--- src/hdl/afpf_pkg.sv ---
// Package for the AX.25 frame parser and address filter.
// Holds the word types, the configuration layout, register indexes and status codes.
// No dependencies.
package afpf_pkg;

	localparam int unsigned DEF_MAX_FRAME = 1024;

	localparam int unsigned BYTE_W       = 8;
	localparam int unsigned CHAR_W       = 7;
	localparam int unsigned NUM_CHARS    = 7;
	localparam int unsigned ADDR_W       = CHAR_W * NUM_CHARS;
	localparam int unsigned CHAR_IDX_W   = $clog2(NUM_CHARS);
	localparam int unsigned PLEN_W       = 10;
	localparam int unsigned CTRL_POS     = 14;
	localparam int unsigned PID_POS      = 15;
	localparam int unsigned HEADER_BYTES = 16;
	localparam int unsigned FCS_BYTES    = 2;
	localparam int unsigned MIN_FRAME    = HEADER_BYTES + FCS_BYTES;

	localparam logic [CHAR_IDX_W-1:0] LAST_CHAR = CHAR_IDX_W'(NUM_CHARS - 1);

	localparam logic KIND_PAYLOAD = 1'b0;
	localparam logic KIND_SUMMARY = 1'b1;

	localparam logic [1:0] STATUS_OK    = 2'd0;
	localparam logic [1:0] STATUS_SHORT = 2'd1;
	localparam logic [1:0] STATUS_LONG  = 2'd2;

	localparam int unsigned CFG_IDX_W = 3;
	localparam logic [CFG_IDX_W-1:0] REG_FILT_SRC_EN  = 3'd0;
	localparam logic [CFG_IDX_W-1:0] REG_FILT_DST_EN  = 3'd1;
	localparam logic [CFG_IDX_W-1:0] REG_FILT_CTRL_EN = 3'd2;
	localparam logic [CFG_IDX_W-1:0] REG_FILT_PID_EN  = 3'd3;
	localparam logic [CFG_IDX_W-1:0] REG_WANT_SRC     = 3'd4;
	localparam logic [CFG_IDX_W-1:0] REG_WANT_DST     = 3'd5;
	localparam logic [CFG_IDX_W-1:0] REG_WANT_CTRL    = 3'd6;
	localparam logic [CFG_IDX_W-1:0] REG_WANT_PID     = 3'd7;

	// Character 0 sits in the top slot.
	typedef logic [NUM_CHARS-1:0][CHAR_W-1:0] addr_t;

	typedef struct packed {
		logic [BYTE_W-1:0] frame_byte;
		logic              end_of_frame;
	} in_word_t;

	typedef struct packed {
		logic              kind;
		logic [BYTE_W-1:0] payload_byte;
		logic [ADDR_W-1:0] destination_address;
		logic [ADDR_W-1:0] source_address;
		logic [BYTE_W-1:0] control_field;
		logic [BYTE_W-1:0] pid_field;
		logic [PLEN_W-1:0] payload_length;
		logic              rejected;
		logic [1:0]        status;
		logic              last;
	} out_word_t;

	typedef struct packed {
		logic              filt_src_en;
		logic              filt_dst_en;
		logic              filt_ctrl_en;
		logic              filt_pid_en;
		addr_t             want_src;
		addr_t             want_dst;
		logic [BYTE_W-1:0] want_ctrl;
		logic [BYTE_W-1:0] want_pid;
	} cfg_t;

	typedef struct packed {
		addr_t             dst;
		addr_t             src;
		logic [BYTE_W-1:0] ctrl;
		logic [BYTE_W-1:0] pid;
		logic [PLEN_W-1:0] length;
		logic [1:0]        status;
	} sum_t;

endpackage

--- src/hdl/ax25_frame_parse_filter_top.sv ---
// Top level of the AX.25 frame parser with address, control and PID filter.
// Holds the configuration registers and the input register; uses afpf_pkg,
// afpf_parse, afpf_filter and afpf_outq.
//
// Channel  Dir  Handshake              Word
// in       in   in_valid / in_ready    in_word (frame_byte, end_of_frame)
// out      out  out_valid / out_ready  out_word (payload byte or frame summary)
// cfg      in   cfg_wr_en              cfg_index, cfg_wdata
//
// One frame byte is taken per cycle unless a stall or a waiting summary holds the input;
// the words it causes reach the output through the input register and the output register.
// A final byte that yields both a payload word and a summary holds the input while the
// summary waits in the second output slot.
// Reset clears the configuration and all frame state; there is no clearing pass.
// A stall on out_ready backs up through the output slots into the input register.
module ax25_frame_parse_filter_top #(
	parameter int unsigned MAX_FRAME = afpf_pkg::DEF_MAX_FRAME
) (
	input  logic                           clk,
	input  logic                           arst_n,
	input  logic                           in_valid,
	output logic                           in_ready,
	input  afpf_pkg::in_word_t             in_word,
	output logic                           out_valid,
	input  logic                           out_ready,
	output afpf_pkg::out_word_t            out_word,
	input  logic                           cfg_wr_en,
	input  logic [afpf_pkg::CFG_IDX_W-1:0] cfg_index,
	input  logic [afpf_pkg::ADDR_W-1:0]    cfg_wdata
);
	import afpf_pkg::*;

	cfg_t              cfg_q;
	logic              s1_v;
	in_word_t          item_s1;
	logic              can_take, take;
	logic              pay_valid, sum_valid;
	logic [BYTE_W-1:0] pay_byte;
	sum_t              sum;
	out_word_t         sum_word;

	assign take     = s1_v && can_take;
	assign in_ready = !s1_v || can_take;

	always_ff @(posedge clk or negedge arst_n) begin
		if (!arst_n) begin
			cfg_q <= '0;
		end else if (cfg_wr_en) begin
			unique case (cfg_index)
				REG_FILT_SRC_EN:  cfg_q.filt_src_en  <= cfg_wdata[0];
				REG_FILT_DST_EN:  cfg_q.filt_dst_en  <= cfg_wdata[0];
				REG_FILT_CTRL_EN: cfg_q.filt_ctrl_en <= cfg_wdata[0];
				REG_FILT_PID_EN:  cfg_q.filt_pid_en  <= cfg_wdata[0];
				REG_WANT_SRC:     cfg_q.want_src     <= cfg_wdata;
				REG_WANT_DST:     cfg_q.want_dst     <= cfg_wdata;
				REG_WANT_CTRL:    cfg_q.want_ctrl    <= cfg_wdata[BYTE_W-1:0];
				REG_WANT_PID:     cfg_q.want_pid     <= cfg_wdata[BYTE_W-1:0];
				default: begin
				end
			endcase
		end
	end

	always_ff @(posedge clk or negedge arst_n) begin
		if (!arst_n) begin
			s1_v <= 1'b0;
		end else if (in_valid && in_ready) begin
			s1_v <= 1'b1;
		end else if (take) begin
			s1_v <= 1'b0;
		end
	end

	always_ff @(posedge clk) begin
		if (in_valid && in_ready) begin
			item_s1 <= in_word;
		end
	end

	afpf_parse #(
		.MAX_FRAME(MAX_FRAME)
	) u_parse (
		.clk      (clk),
		.arst_n   (arst_n),
		.take     (take),
		.item     (item_s1),
		.pay_valid(pay_valid),
		.pay_byte (pay_byte),
		.sum_valid(sum_valid),
		.sum      (sum)
	);

	afpf_filter u_filter (
		.cfg (cfg_q),
		.sum (sum),
		.word(sum_word)
	);

	afpf_outq u_outq (
		.clk      (clk),
		.arst_n   (arst_n),
		.push_pay (pay_valid),
		.pay_byte (pay_byte),
		.push_sum (sum_valid),
		.sum_word (sum_word),
		.out_ready(out_ready),
		.out_valid(out_valid),
		.out_word (out_word),
		.can_take (can_take)
	);

endmodule

--- src/hdl/afpf_parse.sv ---
// Frame state: byte position, header capture, two-byte trailing delay and overflow flag.
// Produces the delayed payload byte and the frame summary fields for each word.
// Depends on afpf_pkg.
module afpf_parse #(
	parameter int unsigned MAX_FRAME = afpf_pkg::DEF_MAX_FRAME
) (
	input  logic                          clk,
	input  logic                          arst_n,
	input  logic                          take,
	input  afpf_pkg::in_word_t            item,
	output logic                          pay_valid,
	output logic [afpf_pkg::BYTE_W-1:0]   pay_byte,
	output logic                          sum_valid,
	output afpf_pkg::sum_t                sum
);
	import afpf_pkg::*;

	localparam int unsigned POS_W = $clog2(MAX_FRAME + 1);
	localparam logic [POS_W-1:0] POS_MAX  = POS_W'(MAX_FRAME);
	localparam logic [POS_W-1:0] POS_SRC  = POS_W'(NUM_CHARS);
	localparam logic [POS_W-1:0] POS_CTRL = POS_W'(CTRL_POS);
	localparam logic [POS_W-1:0] POS_PID  = POS_W'(PID_POS);
	localparam logic [POS_W-1:0] POS_MIN  = POS_W'(MIN_FRAME);

	logic [POS_W-1:0]  pos_q, pos_n;
	addr_t             dst_q, dst_n, src_q, src_n;
	logic [BYTE_W-1:0] ctrl_q, ctrl_n, pid_q, pid_n;
	logic [BYTE_W-1:0] td0_q, td0_n, td1_q, td1_n;
	logic              ovf_q, ovf_n;
	logic              in_range;
	logic [CHAR_W-1:0] ch;
	logic [CHAR_IDX_W-1:0] dst_idx, src_idx;

	always_comb begin
		in_range = pos_q < POS_MAX;
		ch       = item.frame_byte[BYTE_W-1:1];
		dst_idx  = CHAR_IDX_W'(pos_q);
		src_idx  = CHAR_IDX_W'(pos_q - POS_SRC);
		pos_n    = pos_q;
		dst_n    = dst_q;
		src_n    = src_q;
		ctrl_n   = ctrl_q;
		pid_n    = pid_q;
		td0_n    = td0_q;
		td1_n    = td1_q;
		ovf_n    = ovf_q;
		if (in_range) begin
			pos_n = pos_q + 1'b1;
			priority if (pos_q < POS_SRC) begin
				dst_n[LAST_CHAR - dst_idx] = ch;
			end else if (pos_q < POS_CTRL) begin
				src_n[LAST_CHAR - src_idx] = ch;
			end else if (pos_q == POS_CTRL) begin
				ctrl_n = item.frame_byte;
			end else if (pos_q == POS_PID) begin
				pid_n = item.frame_byte;
			end else begin
				td0_n = td1_q;
				td1_n = item.frame_byte;
			end
		end else begin
			ovf_n = 1'b1;
		end

		pay_valid = take && in_range && (pos_q >= POS_MIN);
		pay_byte  = td0_q;
		sum_valid = take && item.end_of_frame;

		sum.dst  = dst_n;
		sum.src  = src_n;
		sum.ctrl = ctrl_n;
		sum.pid  = pid_n;
		if (ovf_n) begin
			sum.status = STATUS_LONG;
		end else if (pos_n < POS_MIN) begin
			sum.status = STATUS_SHORT;
		end else begin
			sum.status = STATUS_OK;
		end
		sum.length = (pos_n >= POS_MIN) ? PLEN_W'(pos_n - POS_MIN) : '0;
	end

	always_ff @(posedge clk or negedge arst_n) begin
		if (!arst_n) begin
			pos_q  <= '0;
			dst_q  <= '0;
			src_q  <= '0;
			ctrl_q <= '0;
			pid_q  <= '0;
			td0_q  <= '0;
			td1_q  <= '0;
			ovf_q  <= 1'b0;
		end else if (take) begin
			if (item.end_of_frame) begin
				pos_q  <= '0;
				dst_q  <= '0;
				src_q  <= '0;
				ctrl_q <= '0;
				pid_q  <= '0;
				td0_q  <= '0;
				td1_q  <= '0;
				ovf_q  <= 1'b0;
			end else begin
				pos_q  <= pos_n;
				dst_q  <= dst_n;
				src_q  <= src_n;
				ctrl_q <= ctrl_n;
				pid_q  <= pid_n;
				td0_q  <= td0_n;
				td1_q  <= td1_n;
				ovf_q  <= ovf_n;
			end
		end
	end

endmodule

--- src/hdl/afpf_filter.sv ---
// Address, control and PID filter that builds the frame summary word.
// Addresses compare like a C string compare over seven characters.
// Depends on afpf_pkg.
module afpf_filter (
	input  afpf_pkg::cfg_t      cfg,
	input  afpf_pkg::sum_t      sum,
	output afpf_pkg::out_word_t word
);
	import afpf_pkg::*;

	function automatic logic addr_differs(addr_t a, addr_t b);
		logic diff;
		logic stop;
		diff = 1'b0;
		stop = 1'b0;
		for (int k = NUM_CHARS - 1; k >= 0; k--) begin
			if (!stop) begin
				if (a[k] != b[k]) begin
					diff = 1'b1;
					stop = 1'b1;
				end else if (a[k] == '0) begin
					stop = 1'b1;
				end
			end
		end
		return diff;
	endfunction

	logic rej;

	always_comb begin
		rej = (sum.status != STATUS_OK)
			|| (cfg.filt_src_en && addr_differs(sum.src, cfg.want_src))
			|| (cfg.filt_dst_en && addr_differs(sum.dst, cfg.want_dst))
			|| (cfg.filt_ctrl_en && (sum.ctrl != cfg.want_ctrl))
			|| (cfg.filt_pid_en && (sum.pid != cfg.want_pid));

		word.kind                = KIND_SUMMARY;
		word.payload_byte        = '0;
		word.destination_address = sum.dst;
		word.source_address      = sum.src;
		word.control_field       = sum.ctrl;
		word.pid_field           = sum.pid;
		word.payload_length      = sum.length;
		word.rejected            = rej;
		word.status              = sum.status;
		word.last                = 1'b1;
	end

endmodule

--- src/hdl/afpf_outq.sv ---
// Output register with one extra slot for a summary that follows a payload word.
// Tells the front end when it may hand over the next input word.
// Depends on afpf_pkg.
module afpf_outq (
	input  logic                        clk,
	input  logic                        arst_n,
	input  logic                        push_pay,
	input  logic [afpf_pkg::BYTE_W-1:0] pay_byte,
	input  logic                        push_sum,
	input  afpf_pkg::out_word_t         sum_word,
	input  logic                        out_ready,
	output logic                        out_valid,
	output afpf_pkg::out_word_t         out_word,
	output logic                        can_take
);
	import afpf_pkg::*;

	logic      out_v_q, extra_v_q;
	out_word_t out_q, extra_q, pay_word;
	logic      adv;

	always_comb begin
		pay_word              = '0;
		pay_word.kind         = KIND_PAYLOAD;
		pay_word.payload_byte = pay_byte;
		adv       = !out_v_q || out_ready;
		can_take  = adv && !extra_v_q;
		out_valid = out_v_q;
		out_word  = out_q;
	end

	always_ff @(posedge clk or negedge arst_n) begin
		if (!arst_n) begin
			out_v_q   <= 1'b0;
			extra_v_q <= 1'b0;
		end else if (adv) begin
			if (extra_v_q) begin
				out_v_q   <= 1'b1;
				extra_v_q <= 1'b0;
			end else begin
				out_v_q   <= push_pay || push_sum;
				extra_v_q <= push_pay && push_sum;
			end
		end
	end

	always_ff @(posedge clk) begin
		if (adv) begin
			if (extra_v_q) begin
				out_q <= extra_q;
			end else if (push_pay) begin
				out_q   <= pay_word;
				extra_q <= sum_word;
			end else if (push_sum) begin
				out_q <= sum_word;
			end
		end
	end

endmodule

--- config.mk ---
export PLATFORM = sky130hd
export DESIGN_NAME = ax25_frame_parse_filter_top
export DESIGN_NICKNAME = d
export VERILOG_FILES = /design/src/hdl/afpf_pkg.sv /design/src/hdl/ax25_frame_parse_filter_top.sv /design/src/hdl/afpf_parse.sv /design/src/hdl/afpf_filter.sv /design/src/hdl/afpf_outq.sv
export SDC_FILE = /design/constraint.sdc
export NUM_CORES = 1
export LEC_CHECK = 0
export ABC_CLOCK_PERIOD_IN_PS = 15400
export BUFFER_PORTS_ARGS = -buffer_cell sky130_fd_sc_hd__buf_2
export CORE_AREA = 2 2 197 199
export CTS_BUF_LIST = sky130_fd_sc_hd__clkbuf_16
export DETAILED_ROUTE_END_ITERATION = 10
export DIE_AREA = 0 0 199 201
export PLACE_DENSITY = 0.93
export REMOVE_ABC_BUFFERS = 1
export SKIP_LAST_GASP = 1
export SLEW_MARGIN = 40
export SYNTH_ARGS = -nofsm -noshare
export SYNTH_HDL_FRONTEND = slang
export SYNTH_SLANG_ARGS = --single-unit
--- constraint.sdc ---
create_clock -name clk -period 15.4 [get_ports clk]
set_input_delay 1.54 -clock clk [delete_from_list [all_inputs] [get_ports clk]]
set_output_delay 1.54 -clock clk [all_outputs]
set_load 0.03 [all_outputs]
Word-level counts from Yosys, hierarchy flattened
Cells that the tools add are included.
W data, S select, Z words.
- add/sub/neg operators: 5
- magnitude comparators: 10
- equal/unequal tests: 29
- muxes and demuxes: 110
- bitwise logic cells: 1
- reduce and logical (&&, ||, !) cells: 51
- operators with widths (cell ; count):
    $mux W49 ; 7
    $mux W137 ; 2
    $mux W8 ; 23
    $mux W128 ; 1
    $bwmux W49 ; 2
    $ne A7 B7 Y1 ; 14
    $logic_not A7 Y1 ; 12
    $mux W1 ; 67
    $demux W7 S3 ; 2
    $eq A11 B4 Y1 const B ; 2
    $ge A11 B5 Y1 const B ; 2
    $mux W11 ; 2
    $reduce_and A2 Y1 ; 9
    $ne A8 B8 Y1 ; 2
    $mux W7 ; 2
    $logic_and A1 B1 Y1 ; 13
    $eq A3 B3 Y1 const B ; 4
    $add A11 B1 Y11 const B ; 1
    $lt A11 B11 Y1 const B ; 1
    $lt A11 B3 Y1 const B ; 1
    $lt A11 B4 Y1 const B ; 1
    $lt A11 B5 Y1 const B ; 1
    $mux W10 ; 1
    $sub A10 B5 Y10 const B ; 1
    other kinds (16) ; 33
- bits in registers: 536
- input bits: 66
- output and inout port bits: 139
- word-level logic and storage cells: 268

Depth between registers and ports, before layout
- word-level depth: 32
- gate-level depth with buffers: 13
- gate-level depth less buffers: 12

By module
From an unflattened synthesis, not the netlist that was laid out.
- cells, all modules: 1882
- area total of the unflattened synthesis: 25205.4 um^2
- by module, submodules not included (module ; instances ; cells an instance ; area each (um^2) ; seq. area each (um^2)):
    afpf_outq ; 1 ; 471 ; 9773.1 ; 8277.9
    afpf_parse ; 1 ; 801 ; 7977.7 ; 3553.4
    ax25_frame_parse_filter_top ; 1 ; 272 ; 4852.2 ; 3248.1
    afpf_filter ; 1 ; 338 ; 2602.5 ; 0.0

Worst setup path before layout
OpenSTA, ideal clock, no wires.
- path type: input to register
- from: in out_ready
- to: reg u_outq.out_q, in the netlist u_outq.out_word[0] (enable)
- library setup time: 0.712 ns
- arrival: 9.661 ns
- required time: 14.688 ns
- slack: 5.027 ns
- stages on the path: 6
- path through: nor2b_1 -> nor2_1 -> nand2_1 -> a211o_1 -> clkbuf_1 -> a31oi_1
- longest elaborated chain between the ends: 7
- elaborated cells on any way between the ends: 8
- RTL lines (what ; line ; source):
    start, declared ; ax25_frame_parse_filter_top.sv:25 ; input logic out_ready,
    $logic_or A1 B1 Y1 * ; afpf_outq.sv:26 ; adv = !out_v_q || out_ready;
    $logic_and A1 B1 Y1 ; afpf_outq.sv:27 ; can_take = adv && !extra_v_q;
    $logic_and A1 B1 Y1 ; ax25_frame_parse_filter_top.sv:42 ; assign take = s1_v && can_take;
    $logic_and A1 B1 Y1 (2 in series) ; afpf_parse.sv:65 ; pay_valid = take && in_range && (pos_q >= POS_MIN);
    $reduce_bool A3 Y1 (no source line) ; - ;
    $reduce_and A2 Y1 (no source line) * ; - ;
    end signal, assigned ; afpf_outq.sv:50 ; out_q <= extra_q;
    end signal, assigned ; afpf_outq.sv:52 ; out_q <= pay_word;
    end signal, assigned ; afpf_outq.sv:55 ; out_q <= sum_word;
    end, declared ; afpf_outq.sv:19 ; out_word_t out_q, extra_q, pay_word;
Every way passes the cells marked *; elsewhere a longest branch is shown, timed or not.
A chain may end at the register's enable or synchronous reset.

Worst setup path in the final report
- from: reg u_parse.pos_q[0]
- to: reg u_outq.out_q, in the netlist u_outq.out_word[3], data pin
- longest elaborated chain between the ends: 32
- elaborated cells on any way between the ends: 143
- RTL lines (what ; line ; source):
    start, declared ; afpf_parse.sv:25 ; logic [POS_W-1:0] pos_q, pos_n;
    start signal, assigned ; afpf_parse.sv:104 ; pos_q <= pos_n;
    $sub A3 B3 Y3 ; afpf_parse.sv:38 ; src_idx = CHAR_IDX_W'(pos_q - POS_SRC);
    $sub A3 B3 Y3 ; afpf_parse.sv:52 ; src_n[LAST_CHAR - src_idx] = ch;
    $lt A3 B4 Y1 (implied by the code) or $ge A3 B1 Y1 (tied branches) ; afpf_parse.sv:52 ;
    $logic_and A1 B1 Y1 (implied by the code) ; afpf_parse.sv:52 ;
    $mux W7 (implied by the code) ; afpf_parse.sv:52 ;
    $demux W7 S3 ; - ;
    $bwmux W49 ; afpf_parse.sv:52 ;
    $mux W49 ; afpf_parse.sv:51 ; end else if (pos_q < POS_CTRL) begin
    [... 16 more ...] ; - ;
    $logic_and A1 B1 Y1 ; afpf_filter.sv:33 ; || (cfg.filt_src_en && addr_differs(sum.src, cfg.want_src))
    $logic_or A1 B1 Y1 ; afpf_filter.sv:33 ;
    $logic_or A1 B1 Y1 ; afpf_filter.sv:34 ; || (cfg.filt_dst_en && addr_differs(sum.dst, cfg.want_dst))
    $logic_or A1 B1 Y1 ; afpf_filter.sv:35 ; || (cfg.filt_ctrl_en && (sum.ctrl != cfg.want_ctrl))
    $logic_or A1 B1 Y1 ; afpf_filter.sv:36 ; || (cfg.filt_pid_en && (sum.pid != cfg.want_pid));
    $mux W137 ; afpf_outq.sv:54 ; end else if (push_sum) begin
    $mux W137 * ; afpf_outq.sv:51 ; end else if (push_pay) begin
    $mux W128 * ; afpf_outq.sv:49 ; if (extra_v_q) begin
Every way passes the cells marked *; elsewhere a longest branch is shown, timed or not. The select of a mux whose other input is x is not followed.

==> results.sh <==
export IMPL_clkTransAtPathRegs_ns=0.06
export IMPL_critPathCaptureType="flip-flop"
export IMPL_ctsHoldBuffers=0
export IMPL_synth_top_family_by_area="compound AO/OA/AOI/OAI gates"
export IMPL_multi_input_area_um2=8590
export IMPL_hold_viol_final=0
export IMPL_n_fill_cell=2436
export IMPL_cp_required_ns=15.71
export IMPL_clock_fmax_mhz=207
export IMPL_pwr_share_seq_pct=48.9
export IMPL_final_common_cell="edfxtp_1"
export IMPL_switching_power_uw=1030
export IMPL_synth_edff_count=272
export IMPL_cts_root_buf="clkbuf_16"
export IMPL_grt_antenna_before_repair=1
export IMPL_status="finished clean"
export IMPL_die_width_um=199
export IMPL_startpoint_type="flip-flop"
export IMPL_cts_max_level=2
export IMPL_dpl_hpwl_um=43900
export IMPL_setup_viol=0
export IMPL_postCtsSetupRepairBufs=0
export IMPL_drt_iter0_markers=2506
export IMPL_worstPathMaxFanout=20
export IMPL_drcViolationCount=0
export IMPL_pwr_share_comb_pct=16.9
export IMPL_yosys_area_share_simple_pct=11.1
export IMPL_slew_headroom_pct=37.9
export IMPL_cts_buffers=50
export IMPL_ir_worst_vdd_v=0.000101
export IMPL_cts_sinks=535
export IMPL_finalInstanceArea_um2=27400
export IMPL_postPlaceCellArea_um2=25800
export IMPL_grt_max_degree=87
export IMPL_ys_ff_latch=535
export IMPL_syn_to_final_growth_pct=12.6
export IMPL_hold_class="reg2reg"
export IMPL_criticalPathCategory="reg2reg"
export IMPL_period_share_pct=31.4
export IMPL_fin_nets=2382
export IMPL_rows=72
export IMPL_ys_seq_area_share_pct=60.5
export IMPL_dieArea_um2=40000
export IMPL_slowest_stage="dfrtp_1"
export IMPL_vias_per_cell=6.50
export IMPL_worst_slew_pin_slew_ns=0.931
export IMPL_numPortBuffers=204
export IMPL_die_h_um=201
export IMPL_synth_flop_cell="edfxtp_1"
export IMPL_synth_mux_area_fraction_pct=7.68
export IMPL_wl_um=68200
export IMPL_grt_pass1_wl_um=105000
export IMPL_power_density_nw_per_um2=129
export IMPL_place_gp_congestion=1.02
export IMPL_crit_top_cell="nand4_1"
export IMPL_first_pass_iters=9
export IMPL_syn_cell_area_um2=24400
export IMPL_setup_tns_ns=0
export IMPL_synthArstFlopShare_pct=49.2
export IMPL_cts_resized=0
export IMPL_clockBufferDepth=3
export IMPL_rsz0062_at_grt="false"
export IMPL_netlist_instances=2158
export IMPL_drive_gt1_share_pct=19.4
export IMPL_grt_overflow_total=0
export IMPL_layout_cells_non_filler=2875
export IMPL_maxCapViolCount=0
export IMPL_synth_xor_area_share_pct=4.13
export IMPL_synth_fa_ha_area_share_pct=0.103
export IMPL_ios=205
export IMPL_slew_viol_final=0
export IMPL_yosysWarnings=0
export IMPL_switching_share_pct=29.1
export IMPL_power_leakage_uw=0.0118
export IMPL_clk_insertion_delay_late_ns=0.60
export IMPL_core_area_um2=38100
export IMPL_utilization_pct=72.0
export IMPL_clockPowerShare_pct=34.2
export IMPL_grt_pass1_vias=18600
export IMPL_synth_area_per_cell_um2=11.3
export IMPL_yosysUniqueCellTypes=75
export IMPL_cts_tree="done"
export IMPL_fin_worst_skew_ns=0.0240
export IMPL_synth_compound_area_share_pct=12.0
export IMPL_p_total_uw=3550
export IMPL_ant_nets=0
export IMPL_path_cells="ha_1, and4b_1, nor2b_1, nand4_1, mux2i_1, a221o_1, o41ai_1, nand4_1, a211oi_2, a31oi_1"
export IMPL_post_drt_wl_per_cell_um=23.7
export IMPL_vias=18700
export IMPL_final_cell_mix="272 x edfxtp_1, 262 x dfrtp_1, 255 x nand2_1, 243 x o21ai_0, 203 x buf_2"
export IMPL_crit_family="simple AND/OR/NAND/NOR gates"
export IMPL_crit_buf_inv=0
export IMPL_cp_slowest_stage_delay_ns=0.72
export IMPL_track_usage_pct=34.5
export IMPL_start_util_pct=63.9
export IMPL_p_int_uw=2520
export IMPL_dp_cells=2778
export IMPL_post_route_min_period_ns=4.83
export IMPL_worstPathArrival_ns=5.14
export IMPL_ff_latch_area_um2=14800
-- per-stage QoR --
| stage | setup WS, ns | hold WS (ns) |
|---|---|---|
| finish | 10.57 | 0.484 |
| detailed placement | 10.57 | 0.471 |
| global route | 10.38 | 0.509 |
| global placement | 10.49 | 0.458 |
| CTS | 10.69 | 0.484 |
| floorplan | 3.20 | 0.444 |
-- flip-flops by register name, summed over array words and instances (netlist names), 9 cells and up --
signal	count
cfg_q	118
u_outq.out_word	136
u_parse.src_q	49
item_s1	9
u_parse.pos_q	11
u_parse.dst_q	49
u_outq.extra_q	127
-- worst min-delay path, cell delays in order (launching register included) --
cell and delay (ns):
dfrtp_1 0.34, nand2_1 0.05, o21ai_0 0.06
-- power by group through the flow --
stage          registers [uW]  logic, uW  clock network (uW)
2_1_floorplan            1790        345                   0
3_3_place_gp             1750        552                   0
3_5_place_dp             1760        580                   0
4_1_cts                  1730        589                1220
5_1_grt                  1750        639                1270
6_report                 1740        600                1210
-- layer usage --
metal,global-route usage [%],share of wire [%]
met5,0,0
met4,19.5,5.8
met2,53.2,46
met1,45.2,37
met3,8.08,11
-- cell families after synthesis --
| family | Yosys count |
|---|---|
| and+or+nand+nor | 564 |
| DFF | 535 |
| AOI/OAI and AO/OA | 485 |
| buffers and inverters | 286 |
| muxes | 171 |
| xor gates and xnor gates | 115 |
| adders and majority gates | 2 |
-- cell usage after synthesis, drive strengths merged, types with 30 or more instances --
cell    instances  area (um^2)
o21ai         244         1220
clkbuf        107          402
mux2i          53          543
o22ai          30          188
inv           159          597
xor2           64          561
dfrtp         263         6580
nand3          37          185
nand2         257          965
mux2          118         1330
edfxtp        272         8170
a22o           33          289
a21oi          87          435
nor2           83          312
nor3           38          190
xnor2          51          447
-- worst paths after layout --
kind | from | end | slack [ns] | cells past startpoint
max | u_parse.pos_q[0] | u_outq.out_word[3] | 10.57 | 10
min reg2reg | u_parse.pid_q[7] | u_parse.pid_q[7] | 0.48 | 2
min | u_parse.pid_q[7] | u_parse.pid_q[7] | 0.48 | 2
max reg2reg | u_parse.pos_q[0] | u_outq.out_word[3] | 10.57 | 10
max in group asynchronous | arst_n | u_parse.src_q[38] | 12.71 | 3
min in group asynchronous | arst_n | cfg_q[27] | 0.87 | 1
-- final cells by class --
class / instances / share of cell area [%]
multi-input cells: 1337 / 31.3
clock buffers: 52 / 4.74
clock inverters: 41 / 1.07
flip-flops and latches: 535 / 53.8
repair buffers: 229 / 4.51
well taps: 518 / 2.36
inverters: 161 / 2.22
diodes: 2 / 0.0182
No activity file was read; power rests on OpenSTA's default activity.
